<file path="src/rtl/assert_macros.svh">
// Assertion macros shared by the RTL files
`ifndef ASSERT_MACROS_SVH
`define ASSERT_MACROS_SVH

// Clocked check, masked while reset is held
`define ASSERT_CLK(lbl, clk, rstn, prop, msg) \
  lbl: assert property (@(posedge clk) disable iff (!rstn) prop) else $error(msg);

// Clocked check that also holds during reset
`define ASSERT_ALWAYS(lbl, clk, prop, msg) \
  lbl: assert property (@(posedge clk) prop) else $error(msg);

`endif

</file>
<file path="src/rtl/bmprle_pkg.sv">
// Shared types and constants of the BMP RLE decoder
`timescale 1ns / 1ps

package bmprle_pkg;

  localparam int MAX_HEIGHT_DEF  = 4096;
  localparam int QUEUE_DEPTH_DEF = 4;

  localparam int CFG_DATA_W = 13;
  localparam int CFG_IDX_W  = 2;
  localparam int IN_TDATA_W  = 8;
  localparam int OUT_TDATA_W = 48;
  localparam int OUT_TUSER_W = 2;

  // register indexes
  localparam logic [CFG_IDX_W-1:0] REG_IMAGE_HEIGHT = 2'd0;
  localparam logic [CFG_IDX_W-1:0] REG_FLIP_ROWS    = 2'd1;
  localparam logic [CFG_IDX_W-1:0] REG_NIBBLE_MODE  = 2'd2;

  // escape commands following a zero count
  localparam logic [7:0] CMD_EOL   = 8'd0;
  localparam logic [7:0] CMD_EOB   = 8'd1;
  localparam logic [7:0] CMD_DELTA = 8'd2;

  localparam logic [15:0] COL_MAX = 16'hFFFF;
  localparam logic [12:0] ROW_MAX = 13'h1FFF;

  typedef struct packed {
    logic [12:0] image_height;
    logic        flip_rows;
    logic        nibble_mode;
  } cfg_t;

  // one queued write descriptor, row still unflipped
  typedef struct packed {
    logic        is_end;
    logic [12:0] row;
    logic [15:0] col;
    logic [7:0]  count;
    logic [7:0]  value;
  } wr_desc_t;

endpackage

</file>
<file path="src/rtl/bmprle_fifo.sv">
// Short descriptor queue between parser and writer
`timescale 1ns / 1ps
`include "assert_macros.svh"

module bmprle_fifo
  import bmprle_pkg::*;
#(
  parameter int DEPTH = QUEUE_DEPTH_DEF
) (
  input  logic     clk,
  input  logic     rst_n,
  input  logic     push,
  input  wr_desc_t push_data,
  output logic     full,
  input  logic     pop,
  output logic     not_empty,
  output wr_desc_t pop_data
);

  localparam int AW = (DEPTH > 1) ? $clog2(DEPTH) : 1;
  localparam int CW = $clog2(DEPTH + 1);

  wr_desc_t          slot_r [DEPTH];
  logic [AW-1:0]     wptr_r, wptr_nxt;
  logic [AW-1:0]     rptr_r, rptr_nxt;
  logic [CW-1:0]     cnt_r, cnt_nxt;
  logic              do_push, do_pop;

  assign full      = (cnt_r == CW'(DEPTH));
  assign not_empty = (cnt_r != '0);
  assign pop_data  = slot_r[rptr_r];
  assign do_push   = push && !full;
  assign do_pop    = pop && not_empty;

  always_comb begin
    wptr_nxt = wptr_r;
    rptr_nxt = rptr_r;
    cnt_nxt  = cnt_r;
    if (do_push) begin
      wptr_nxt = (wptr_r == AW'(DEPTH - 1)) ? '0 : wptr_r + 1'b1;
    end
    if (do_pop) begin
      rptr_nxt = (rptr_r == AW'(DEPTH - 1)) ? '0 : rptr_r + 1'b1;
    end
    if (do_push && !do_pop) begin
      cnt_nxt = cnt_r + 1'b1;
    end else if (do_pop && !do_push) begin
      cnt_nxt = cnt_r - 1'b1;
    end
  end

  always_ff @(posedge clk) begin
    if (!rst_n) begin
      wptr_r <= '0;
      rptr_r <= '0;
      cnt_r  <= '0;
    end else begin
      wptr_r <= wptr_nxt;
      rptr_r <= rptr_nxt;
      cnt_r  <= cnt_nxt;
    end
  end

  always_ff @(posedge clk) begin
    if (do_push) begin
      slot_r[wptr_r] <= push_data;
    end
  end

  `ASSERT_CLK(a_cnt_bound, clk, rst_n, cnt_r <= CW'(DEPTH), "queue count beyond depth")
  `ASSERT_CLK(a_no_overrun, clk, rst_n, push |-> !full, "push into full queue")

endmodule

</file>
<file path="src/rtl/bmprle_parser.sv">
// Front end: byte parser, row/column tracking, descriptor generation
`timescale 1ns / 1ps
`include "assert_macros.svh"

module bmprle_parser
  import bmprle_pkg::*;
(
  input  logic     clk,
  input  logic     rst_n,
  input  cfg_t     cfg,
  input  logic     beat,
  input  logic [7:0] data_byte,
  output logic     push,
  output wr_desc_t push_data
);

  typedef enum logic [2:0] {
    PH_COUNT,
    PH_CMD,
    PH_DX,
    PH_DY,
    PH_ABS,
    PH_PAD
  } phase_t;

  phase_t      phase_r, phase_nxt;
  logic [7:0]  held_r, held_nxt;
  logic [7:0]  abs_left_r, abs_left_nxt;
  logic        pad_r, pad_nxt;
  logic [12:0] row_r, row_nxt;
  logic [15:0] col_r, col_nxt;
  logic        fin_r, fin_nxt;
  logic [7:0]  abs_n;

  function automatic logic [15:0] sat_col(input logic [15:0] c, input logic [7:0] d);
    logic [16:0] s;
    s = {1'b0, c} + {9'b0, d};
    return s[16] ? COL_MAX : s[15:0];
  endfunction

  function automatic logic [12:0] sat_row(input logic [12:0] r, input logic [7:0] d);
    logic [13:0] s;
    s = {1'b0, r} + {6'b0, d};
    return s[13] ? ROW_MAX : s[12:0];
  endfunction

  // pixels taken by one absolute data byte
  always_comb begin
    abs_n = (cfg.nibble_mode && (abs_left_r >= 8'd2)) ? 8'd2 : 8'd1;
    if (abs_n > abs_left_r) begin
      abs_n = abs_left_r;
    end
  end

  always_comb begin
    phase_nxt    = phase_r;
    held_nxt     = held_r;
    abs_left_nxt = abs_left_r;
    pad_nxt      = pad_r;
    row_nxt      = row_r;
    col_nxt      = col_r;
    fin_nxt      = fin_r;
    push         = 1'b0;
    push_data    = '0;
    if (beat && !fin_r) begin
      unique case (phase_r)
        PH_COUNT: begin
          held_nxt  = data_byte;
          phase_nxt = PH_CMD;
        end
        PH_CMD: begin
          phase_nxt = PH_COUNT;
          if (held_r != 8'd0) begin
            push            = 1'b1;
            push_data.row   = row_r;
            push_data.col   = col_r;
            push_data.count = held_r;
            push_data.value = data_byte;
            col_nxt         = sat_col(col_r, held_r);
          end else begin
            unique case (data_byte)
              CMD_EOL: begin
                row_nxt = sat_row(row_r, 8'd1);
                col_nxt = '0;
              end
              CMD_EOB: begin
                fin_nxt          = 1'b1;
                push             = 1'b1;
                push_data.is_end = 1'b1;
              end
              CMD_DELTA: begin
                phase_nxt = PH_DX;
              end
              default: begin
                abs_left_nxt = data_byte;
                // RLE4 pads when count mod 4 is 1 or 2
                pad_nxt      = cfg.nibble_mode ? (data_byte[1] ^ data_byte[0]) : data_byte[0];
                phase_nxt    = PH_ABS;
              end
            endcase
          end
        end
        PH_DX: begin
          col_nxt   = sat_col(col_r, data_byte);
          phase_nxt = PH_DY;
        end
        PH_DY: begin
          row_nxt   = sat_row(row_r, data_byte);
          phase_nxt = PH_COUNT;
        end
        PH_ABS: begin
          push            = 1'b1;
          push_data.row   = row_r;
          push_data.col   = col_r;
          push_data.count = abs_n;
          push_data.value = data_byte;
          col_nxt         = sat_col(col_r, abs_n);
          abs_left_nxt    = abs_left_r - abs_n;
          if (abs_left_nxt == 8'd0) begin
            phase_nxt = pad_r ? PH_PAD : PH_COUNT;
            pad_nxt   = 1'b0;
          end
        end
        PH_PAD: begin
          phase_nxt = PH_COUNT;
        end
        default: begin
          phase_nxt = PH_COUNT;
        end
      endcase
    end
  end

  always_ff @(posedge clk) begin
    if (!rst_n) begin
      phase_r    <= PH_COUNT;
      held_r     <= '0;
      abs_left_r <= '0;
      pad_r      <= 1'b0;
      row_r      <= '0;
      col_r      <= '0;
      fin_r      <= 1'b0;
    end else begin
      phase_r    <= phase_nxt;
      held_r     <= held_nxt;
      abs_left_r <= abs_left_nxt;
      pad_r      <= pad_nxt;
      row_r      <= row_nxt;
      col_r      <= col_nxt;
      fin_r      <= fin_nxt;
    end
  end

  `ASSERT_CLK(a_fin_sticky, clk, rst_n, fin_r |=> fin_r, "end of bitmap flag dropped")
  `ASSERT_CLK(a_abs_left, clk, rst_n, (phase_r == PH_ABS) |-> (abs_left_r != 8'd0),
              "absolute run with nothing left")
  `ASSERT_CLK(a_push_after_end, clk, rst_n, fin_r |-> !push, "descriptor after end of bitmap")

endmodule

</file>
<file path="src/rtl/bmprle_writer.sv">
// Back end: row flip, overflow flag and registered output stage
`timescale 1ns / 1ps
`include "assert_macros.svh"

module bmprle_writer
  import bmprle_pkg::*;
#(
  parameter int MAX_HEIGHT = MAX_HEIGHT_DEF
) (
  input  logic       clk,
  input  logic       rst_n,
  input  cfg_t       cfg,
  input  logic       desc_valid,
  input  wr_desc_t   desc,
  output logic       desc_pop,
  output logic       out_valid,
  input  logic       out_ready,
  output logic [11:0] row_o,
  output logic [15:0] col_o,
  output logic [7:0]  count_o,
  output logic [7:0]  value_o,
  output logic        end_o,
  output logic        ovf_o
);

  localparam int HCW = ($clog2(MAX_HEIGHT + 1) > 13) ? $clog2(MAX_HEIGHT + 1) : 13;

  logic        valid_r;
  logic [11:0] row_r;
  logic [15:0] col_r;
  logic [7:0]  count_r;
  logic [7:0]  value_r;
  logic        end_r;
  logic        ovf_r;
  logic [12:0] h_eff;
  logic [12:0] flipped;
  logic        row_ovf;
  logic [11:0] row_sel;

  // clamp only matters when the limit is below what the register can hold
  assign h_eff   = (HCW'(cfg.image_height) > HCW'(MAX_HEIGHT)) ? 13'(MAX_HEIGHT)
                                                                : cfg.image_height;
  assign row_ovf = !desc.is_end && (desc.row >= h_eff);
  assign flipped = h_eff - desc.row - 13'd1;
  assign row_sel = (desc.is_end || row_ovf) ? 12'd0
                 : (cfg.flip_rows ? flipped[11:0] : desc.row[11:0]);

  assign desc_pop = desc_valid && (!valid_r || out_ready);

  always_ff @(posedge clk) begin
    if (!rst_n) begin
      valid_r <= 1'b0;
    end else if (desc_pop) begin
      valid_r <= 1'b1;
    end else if (out_ready) begin
      valid_r <= 1'b0;
    end
  end

  always_ff @(posedge clk) begin
    if (desc_pop) begin
      row_r   <= row_sel;
      col_r   <= desc.col;
      count_r <= desc.count;
      value_r <= desc.value;
      end_r   <= desc.is_end;
      ovf_r   <= row_ovf;
    end
  end

  assign out_valid = valid_r;
  assign row_o     = row_r;
  assign col_o     = col_r;
  assign count_o   = count_r;
  assign value_o   = value_r;
  assign end_o     = end_r;
  assign ovf_o     = ovf_r;

  `ASSERT_CLK(a_end_clean, clk, rst_n, (valid_r && end_r) |-> (!ovf_r && row_r == 12'd0),
              "end marker carries write fields")
  `ASSERT_CLK(a_ovf_row, clk, rst_n, (valid_r && ovf_r) |-> (row_r == 12'd0),
              "overflowed write with nonzero row")

endmodule

</file>
<file path="src/rtl/bmp_rle_decoder_core.sv">
// Top level of the BMP RLE8/RLE4 pixel stream decoder
//
//  port group  dir  beat contents
//  in_*        in   tdata[7:0] data_byte
//  out_*       out  tdata row/col/count/value, tuser end_marker/row_overflow
//  cfg_*       in   register write: index, data, enable
//
//  One byte per cycle sustained while the queue is not full; the parser updates its state on each byte beat.
//  A descriptor is registered in the queue, then in the output register,
//  before its result beat appears on out_*.
//  The queue of QUEUE_DEPTH entries lets either side stall independently;
//  in_tready drops only when the queue is full.
//  Synchronous reset clears parser state, queue and registers; bytes after
//  end of bitmap are taken and dropped until reset.
`timescale 1ns / 1ps

module bmp_rle_decoder_core
  import bmprle_pkg::*;
#(
  parameter int MAX_HEIGHT  = MAX_HEIGHT_DEF,
  parameter int QUEUE_DEPTH = QUEUE_DEPTH_DEF
) (
  input  logic                   clk,
  input  logic                   rst_n,
  input  logic                   in_tvalid,
  output logic                   in_tready,
  input  logic [IN_TDATA_W-1:0]  in_tdata,   // [7:0] data_byte
  output logic                   out_tvalid,
  input  logic                   out_tready,
  output logic [OUT_TDATA_W-1:0] out_tdata,  // [11:0] out_row, [27:12] out_col,
                                             // [35:28] pixel_count, [43:36] pixel_value
  output logic [OUT_TUSER_W-1:0] out_tuser,  // [0] end_marker, [1] row_overflow
  input  logic                   cfg_we,
  input  logic [CFG_IDX_W-1:0]   cfg_index,
  input  logic [CFG_DATA_W-1:0]  cfg_wdata
);

  cfg_t     cfg_r;
  logic     q_full;
  logic     q_push;
  wr_desc_t q_in;
  logic     q_not_empty;
  wr_desc_t q_out;
  logic     q_pop;
  logic [11:0] row_w;
  logic [15:0] col_w;
  logic [7:0]  count_w;
  logic [7:0]  value_w;
  logic        end_w;
  logic        ovf_w;

  always_ff @(posedge clk) begin
    if (!rst_n) begin
      cfg_r.image_height <= 13'd1;
      cfg_r.flip_rows    <= 1'b0;
      cfg_r.nibble_mode  <= 1'b0;
    end else if (cfg_we) begin
      unique case (cfg_index)
        REG_IMAGE_HEIGHT: cfg_r.image_height <= cfg_wdata;
        REG_FLIP_ROWS:    cfg_r.flip_rows    <= cfg_wdata[0];
        REG_NIBBLE_MODE:  cfg_r.nibble_mode  <= cfg_wdata[0];
        default: begin
        end
      endcase
    end
  end

  assign in_tready = !q_full;

  bmprle_parser u_parser (
    .clk       (clk),
    .rst_n     (rst_n),
    .cfg       (cfg_r),
    .beat      (in_tvalid && in_tready),
    .data_byte (in_tdata[7:0]),
    .push      (q_push),
    .push_data (q_in)
  );

  bmprle_fifo #(
    .DEPTH (QUEUE_DEPTH)
  ) u_queue (
    .clk       (clk),
    .rst_n     (rst_n),
    .push      (q_push),
    .push_data (q_in),
    .full      (q_full),
    .pop       (q_pop),
    .not_empty (q_not_empty),
    .pop_data  (q_out)
  );

  bmprle_writer #(
    .MAX_HEIGHT (MAX_HEIGHT)
  ) u_writer (
    .clk        (clk),
    .rst_n      (rst_n),
    .cfg        (cfg_r),
    .desc_valid (q_not_empty),
    .desc       (q_out),
    .desc_pop   (q_pop),
    .out_valid  (out_tvalid),
    .out_ready  (out_tready),
    .row_o      (row_w),
    .col_o      (col_w),
    .count_o    (count_w),
    .value_o    (value_w),
    .end_o      (end_w),
    .ovf_o      (ovf_w)
  );

  assign out_tdata = {4'b0, value_w, count_w, col_w, row_w};
  assign out_tuser = {ovf_w, end_w};

endmodule
</file>
<file path="config.mk">
export PLATFORM = sky130hd
export DESIGN_NAME = bmp_rle_decoder_core
export DESIGN_NICKNAME = d
export VERILOG_FILES = /design/src/rtl/bmprle_pkg.sv /design/src/rtl/bmprle_fifo.sv /design/src/rtl/bmprle_parser.sv /design/src/rtl/bmprle_writer.sv /design/src/rtl/bmp_rle_decoder_core.sv
export VERILOG_INCLUDE_DIRS = /design/src /design/src/rtl
export SDC_FILE = /design/constraint.sdc
export NUM_CORES = 1
export LEC_CHECK = 0
export BUFFER_PORTS_ARGS = -buffer_cell sky130_fd_sc_hd__buf_2
export CAP_MARGIN = 10
export CORE_MARGIN = 5
export CORE_UTILIZATION = 66
export DETAILED_ROUTE_END_ITERATION = 10
export GPL_TIMING_DRIVEN = 0
export PLACE_DENSITY_LB_ADDON = 0.2
export SLEW_MARGIN = 20
export SYNTH_ARGS = -nofsm -noshare
export SYNTH_HDL_FRONTEND = slang
export SYNTH_SLANG_ARGS = --single-unit
</file>
<file path="constraint.sdc">
create_clock -name clk -period 9.3 [get_ports clk]
set_clock_uncertainty 0.05 [all_clocks]
set_input_delay 1.86 -clock clk [delete_from_list [all_inputs] [get_ports clk]]
set_output_delay 1.86 -clock clk [all_outputs]
set_load 0.05 [all_outputs]
</file>
==> results.md <==
- Hold Crit Depth: 2
- Clock sink count: between 300 and 400
- I/O pin total: 80
- Number of antenna violations at the first check in global routing: 0
- Hold path endpoint: cfg_r[11]$_SDFFE_PN0P_
- Post-Synth Simple-Gate Area: between 10% and 20%
- CTS Root Cell: clkbuf_16
- Hold WC Path Type: reg -> reg
- Gr ovfl total: 0
- R2r setup slk: between 4 and 5 ns
- Pin count of the biggest net entering global routing: between 40 and 50
- IO Port Bufs: 74
- Clock latency on the worst-skew pair: about 0.55 ns
- Postcts setup bufs: 0
- #FFs+latches synth: between 300 and 400
- Most common cell after layout, fill and taps aside: edfxtp_1
- Total power: approximately 4.7 mW
- First-pass GRT wire length: ~58 mm
- Via count: 10970
- Hold wc startpoint: cfg_r[11]$_SDFFE_PN0P_
- H-tree depth: 1
- Overall global routing resource usage: approximately 28%
- First-pass DRT Iterations: 8
- Num CTS Buffers: 30
- Number of vias per cell: about 6.3
- CP arrival: around 5.3 ns
- Setup TNS: 0 ns
- Mapped Cells: 1289
- Worst-path clk slew: 0.07 ns
- GPL Wtd Cong: approximately 0.94
- Core area: roughly 23000 um^2
- Clock Path Buffers: 3
- Final cycle utilization of the critical path: 52.42%
- Post-route ant nets: 0
- Setup crit end kind: register
- Largest family of logic cells by synthesized area: simple AND/OR/NAND/NOR gates
- Die Area: around 27000 um^2
- Number of diodes: 0
- Launch point of the worst path: u_parser.abs_left_r[4]$_SDFFE_PN0P_
- Worst reg2reg path depth: 16
- Dominant synthesized flop cell: edfxtp_1
- Post-Synth Adder-Cell Area: 6.494%
- Worst reg2reg startpoint: u_parser.abs_left_r[4]$_SDFFE_PN0P_
- WL/cell: ~21 um
- Maxcap violations: 0
- Status: completed
- Synth Cell Area: about 15000 um^2
- CP required: a little under 10 ns
- Avg Cell Area, Syn: approximately 12 um^2
- Startpoint types: register
- Register area share after synthesis: a little over half
- CP Class: reg -> reg
- Slew Limit Fails: 0
- EDFF count, synth: between 200 and 250
- RSZ-0062 raised after global routing: no
- PD cells: around 270 nW/um^2
- TritonCTS clock tree: done
- Core Rows: 56
- Min Tclk post-route: about 5 ns
- Fmax: slightly above 0.2 GHz
- Commonest cells after routing, fill and taps aside: 230 x edfxtp_1, 90 x nor2_1, 87 x buf_2
- Crit path max fanout: 10
- Number of global-route vias before repair: between 10000 and 15000
- Fin. Hold Viols: 0
- Rel. slew slack: about 39%
- Post-CTS resize count: 0
- Post-synthesis compound-gate area fraction: between 10% and 20%
- Measured slew at the worst slew-check pin: 0.9150 ns
- DRC violations left: 0
- Worst R2R End: u_parser.col_r[7]$_SDFFE_PN0P_
- Final setup viols: 0
- DP Wirelength: about 25 mm
- Leak: about 6.5 nW
- Synth-to-layout area growth: 12.96%
- Synth warnings: 0
- Layout cell share with drive strength beyond 1: 16.07%
- Die X: 163.0 um
- Unique masters post-synth: 82
- Initial drt markers: about 1200
- Die Span Y: around 160 um
- Layout Nets: 1511
- Peak supply drop: about 0.19 mV
- DRT Wirelength: 36.58 mm
- Post-synth ARST share: 0%
- Starting density of the core: 66.42%
- Synth Area in XOR/XNOR: slightly below 2%
- # hold bufs at CTS: 0
- Multiplexer area fraction after synthesis: between 8 and 9%
-- cell families (layout without fill, tap and decap cells) --
logic type,Yosys count,after routing
xor gates and xnor gates,34,34
adders and majority gates,76,76
DFF,305,305
muxes,72,72
other,1,10
and+or+nand+nor,377,377
buffers and inverters,119,252
AOI/OAI and AO/OA,305,305
-- metal layers --
| metal | GRT usage, % | vias to the layer above | wire [um] |
|---|---|---|---|
| li1 | - | 5070 | - |
| met1 | 37.85 | 5331 | 14910 |
| met2 | 46.55 | 478 | 17860 |
| met3 | 3.695 | 93 | 2587 |
| met4 | 9.302 | 0 | 1227 |
| met5 | 0 | - | 0 |
-- worst max-delay path by stage --
| stage | end | slack [ns] | cells after the start |
|---|---|---|---|
| after floorplan | u_queue.cnt_r[2]$_SDFFE_PN0P_ | 3.52 | 9 |
| after global placement | u_queue.cnt_r[2]$_SDFFE_PN0P_ | 2.01 | 10 |
| after detailed placement | u_queue.cnt_r[2]$_SDFFE_PN0P_ | 4.37 | 11 |
| after CTS | u_parser.col_r[7]$_SDFFE_PN0P_ | 4.54 | 16 |
| after global routing | u_parser.col_r[7]$_SDFFE_PN0P_ | 4.05 | 16 |
| final | u_parser.col_r[7]$_SDFFE_PN0P_ | 4.42 | 16 |
-- metrics by stage --
stage               util, %  cell area, um^2  std cells  setup slack [ns]  hold slack, ns
floorplan                 -            15480       1298             3.525          0.3828
global placement      69.87            16250       1691             2.014          0.3935
detailed placement    70.31            16360       1694             4.375          0.4043
CTS                   75.03            17450       1750             4.538          0.4130
global route          75.03            17450       1750             4.045          0.4373
finish                75.03            17450       1750             4.425          0.4095
-- flip-flops by register name, summed over array words and instances (netlist names), named ones only --
register	cells
u_parser.abs_left_r	8
u_queue.cnt_r	3
u_parser.held_r	8
u_writer.end_o	1
u_parser.row_r	13
u_writer.count_o	8
u_parser.pad_r	1
u_writer.value_o	8
cfg_r	15
u_queue.slot_r	184
u_writer.ovf_o	1
u_writer.row_o	12
u_writer.col_o	16
u_parser.col_r	16
u_parser.fin_r	1
u_queue.wptr_r	2
u_queue.rptr_r	2
u_writer.out_valid	1
u_parser.phase_r	3
-- final cells by class --
| type | instances | area, um^2 |
|---|---|---|
| plain buffers | 62 | 282.8 |
| inverters | 57 | 214.0 |
| clock inverters | 18 | 256.5 |
| clock buffers | 38 | 842.1 |
| fillers | 1557 | 5808 |
| well taps | 319 | 399.1 |
| repair buffers | 77 | 445.4 |
| multi-input cells | 874 | 6606 |
| flip-flops and latches | 305 | 8408 |
-- critical path: stages, from the launching register on --
cell,delay [ns]
dfxtp_1,0.33
nor4_1,0.41
nand2_1,0.16
o21ai_0,0.18
inv_1,0.09
ha_1,0.30
a211o_1,0.33
a21oi_1,0.52
inv_1,0.23
fa_1,0.50
nor2b_1,0.17
o2111ai_1,0.17
nand3_1,0.28
nand3_1,0.43
o21ai_0,0.37
a221oi_1,0.09
a21oi_1,0.20
-- Yosys cell counts, types with 20 or more instances --
cell type    n  share of area [%]
mux4_2      46                6.7
ha_1        69                5.6
nor2_1      90                2.2
a21boi_0    20               0.97
a21oi_1     85                2.8
inv_1       56                1.4
nor3_1      32                1.0
mux2i_1     25                1.6
dfxtp_1     75                9.7
clkbuf_1    36               0.87
and2_1      23               0.93
a31oi_1     31                1.3
nand3_1     27               0.87
o21ai_0     57                1.8
nand2_1     72                1.7
edfxtp_1   230                 45
nor2b_1     56                2.3
-- power breakdown --
part | switching, mW | internal (mW) | leakage, nW
Sequential | 0.0696 | 1.69 | 2.90
Combinational | 1.10 | 0.559 | 3.07
Clock | 0.525 | 0.808 | 0.532
Total | 1.69 | 3.05 | 6.50
(Power assumes the default switching activity.)
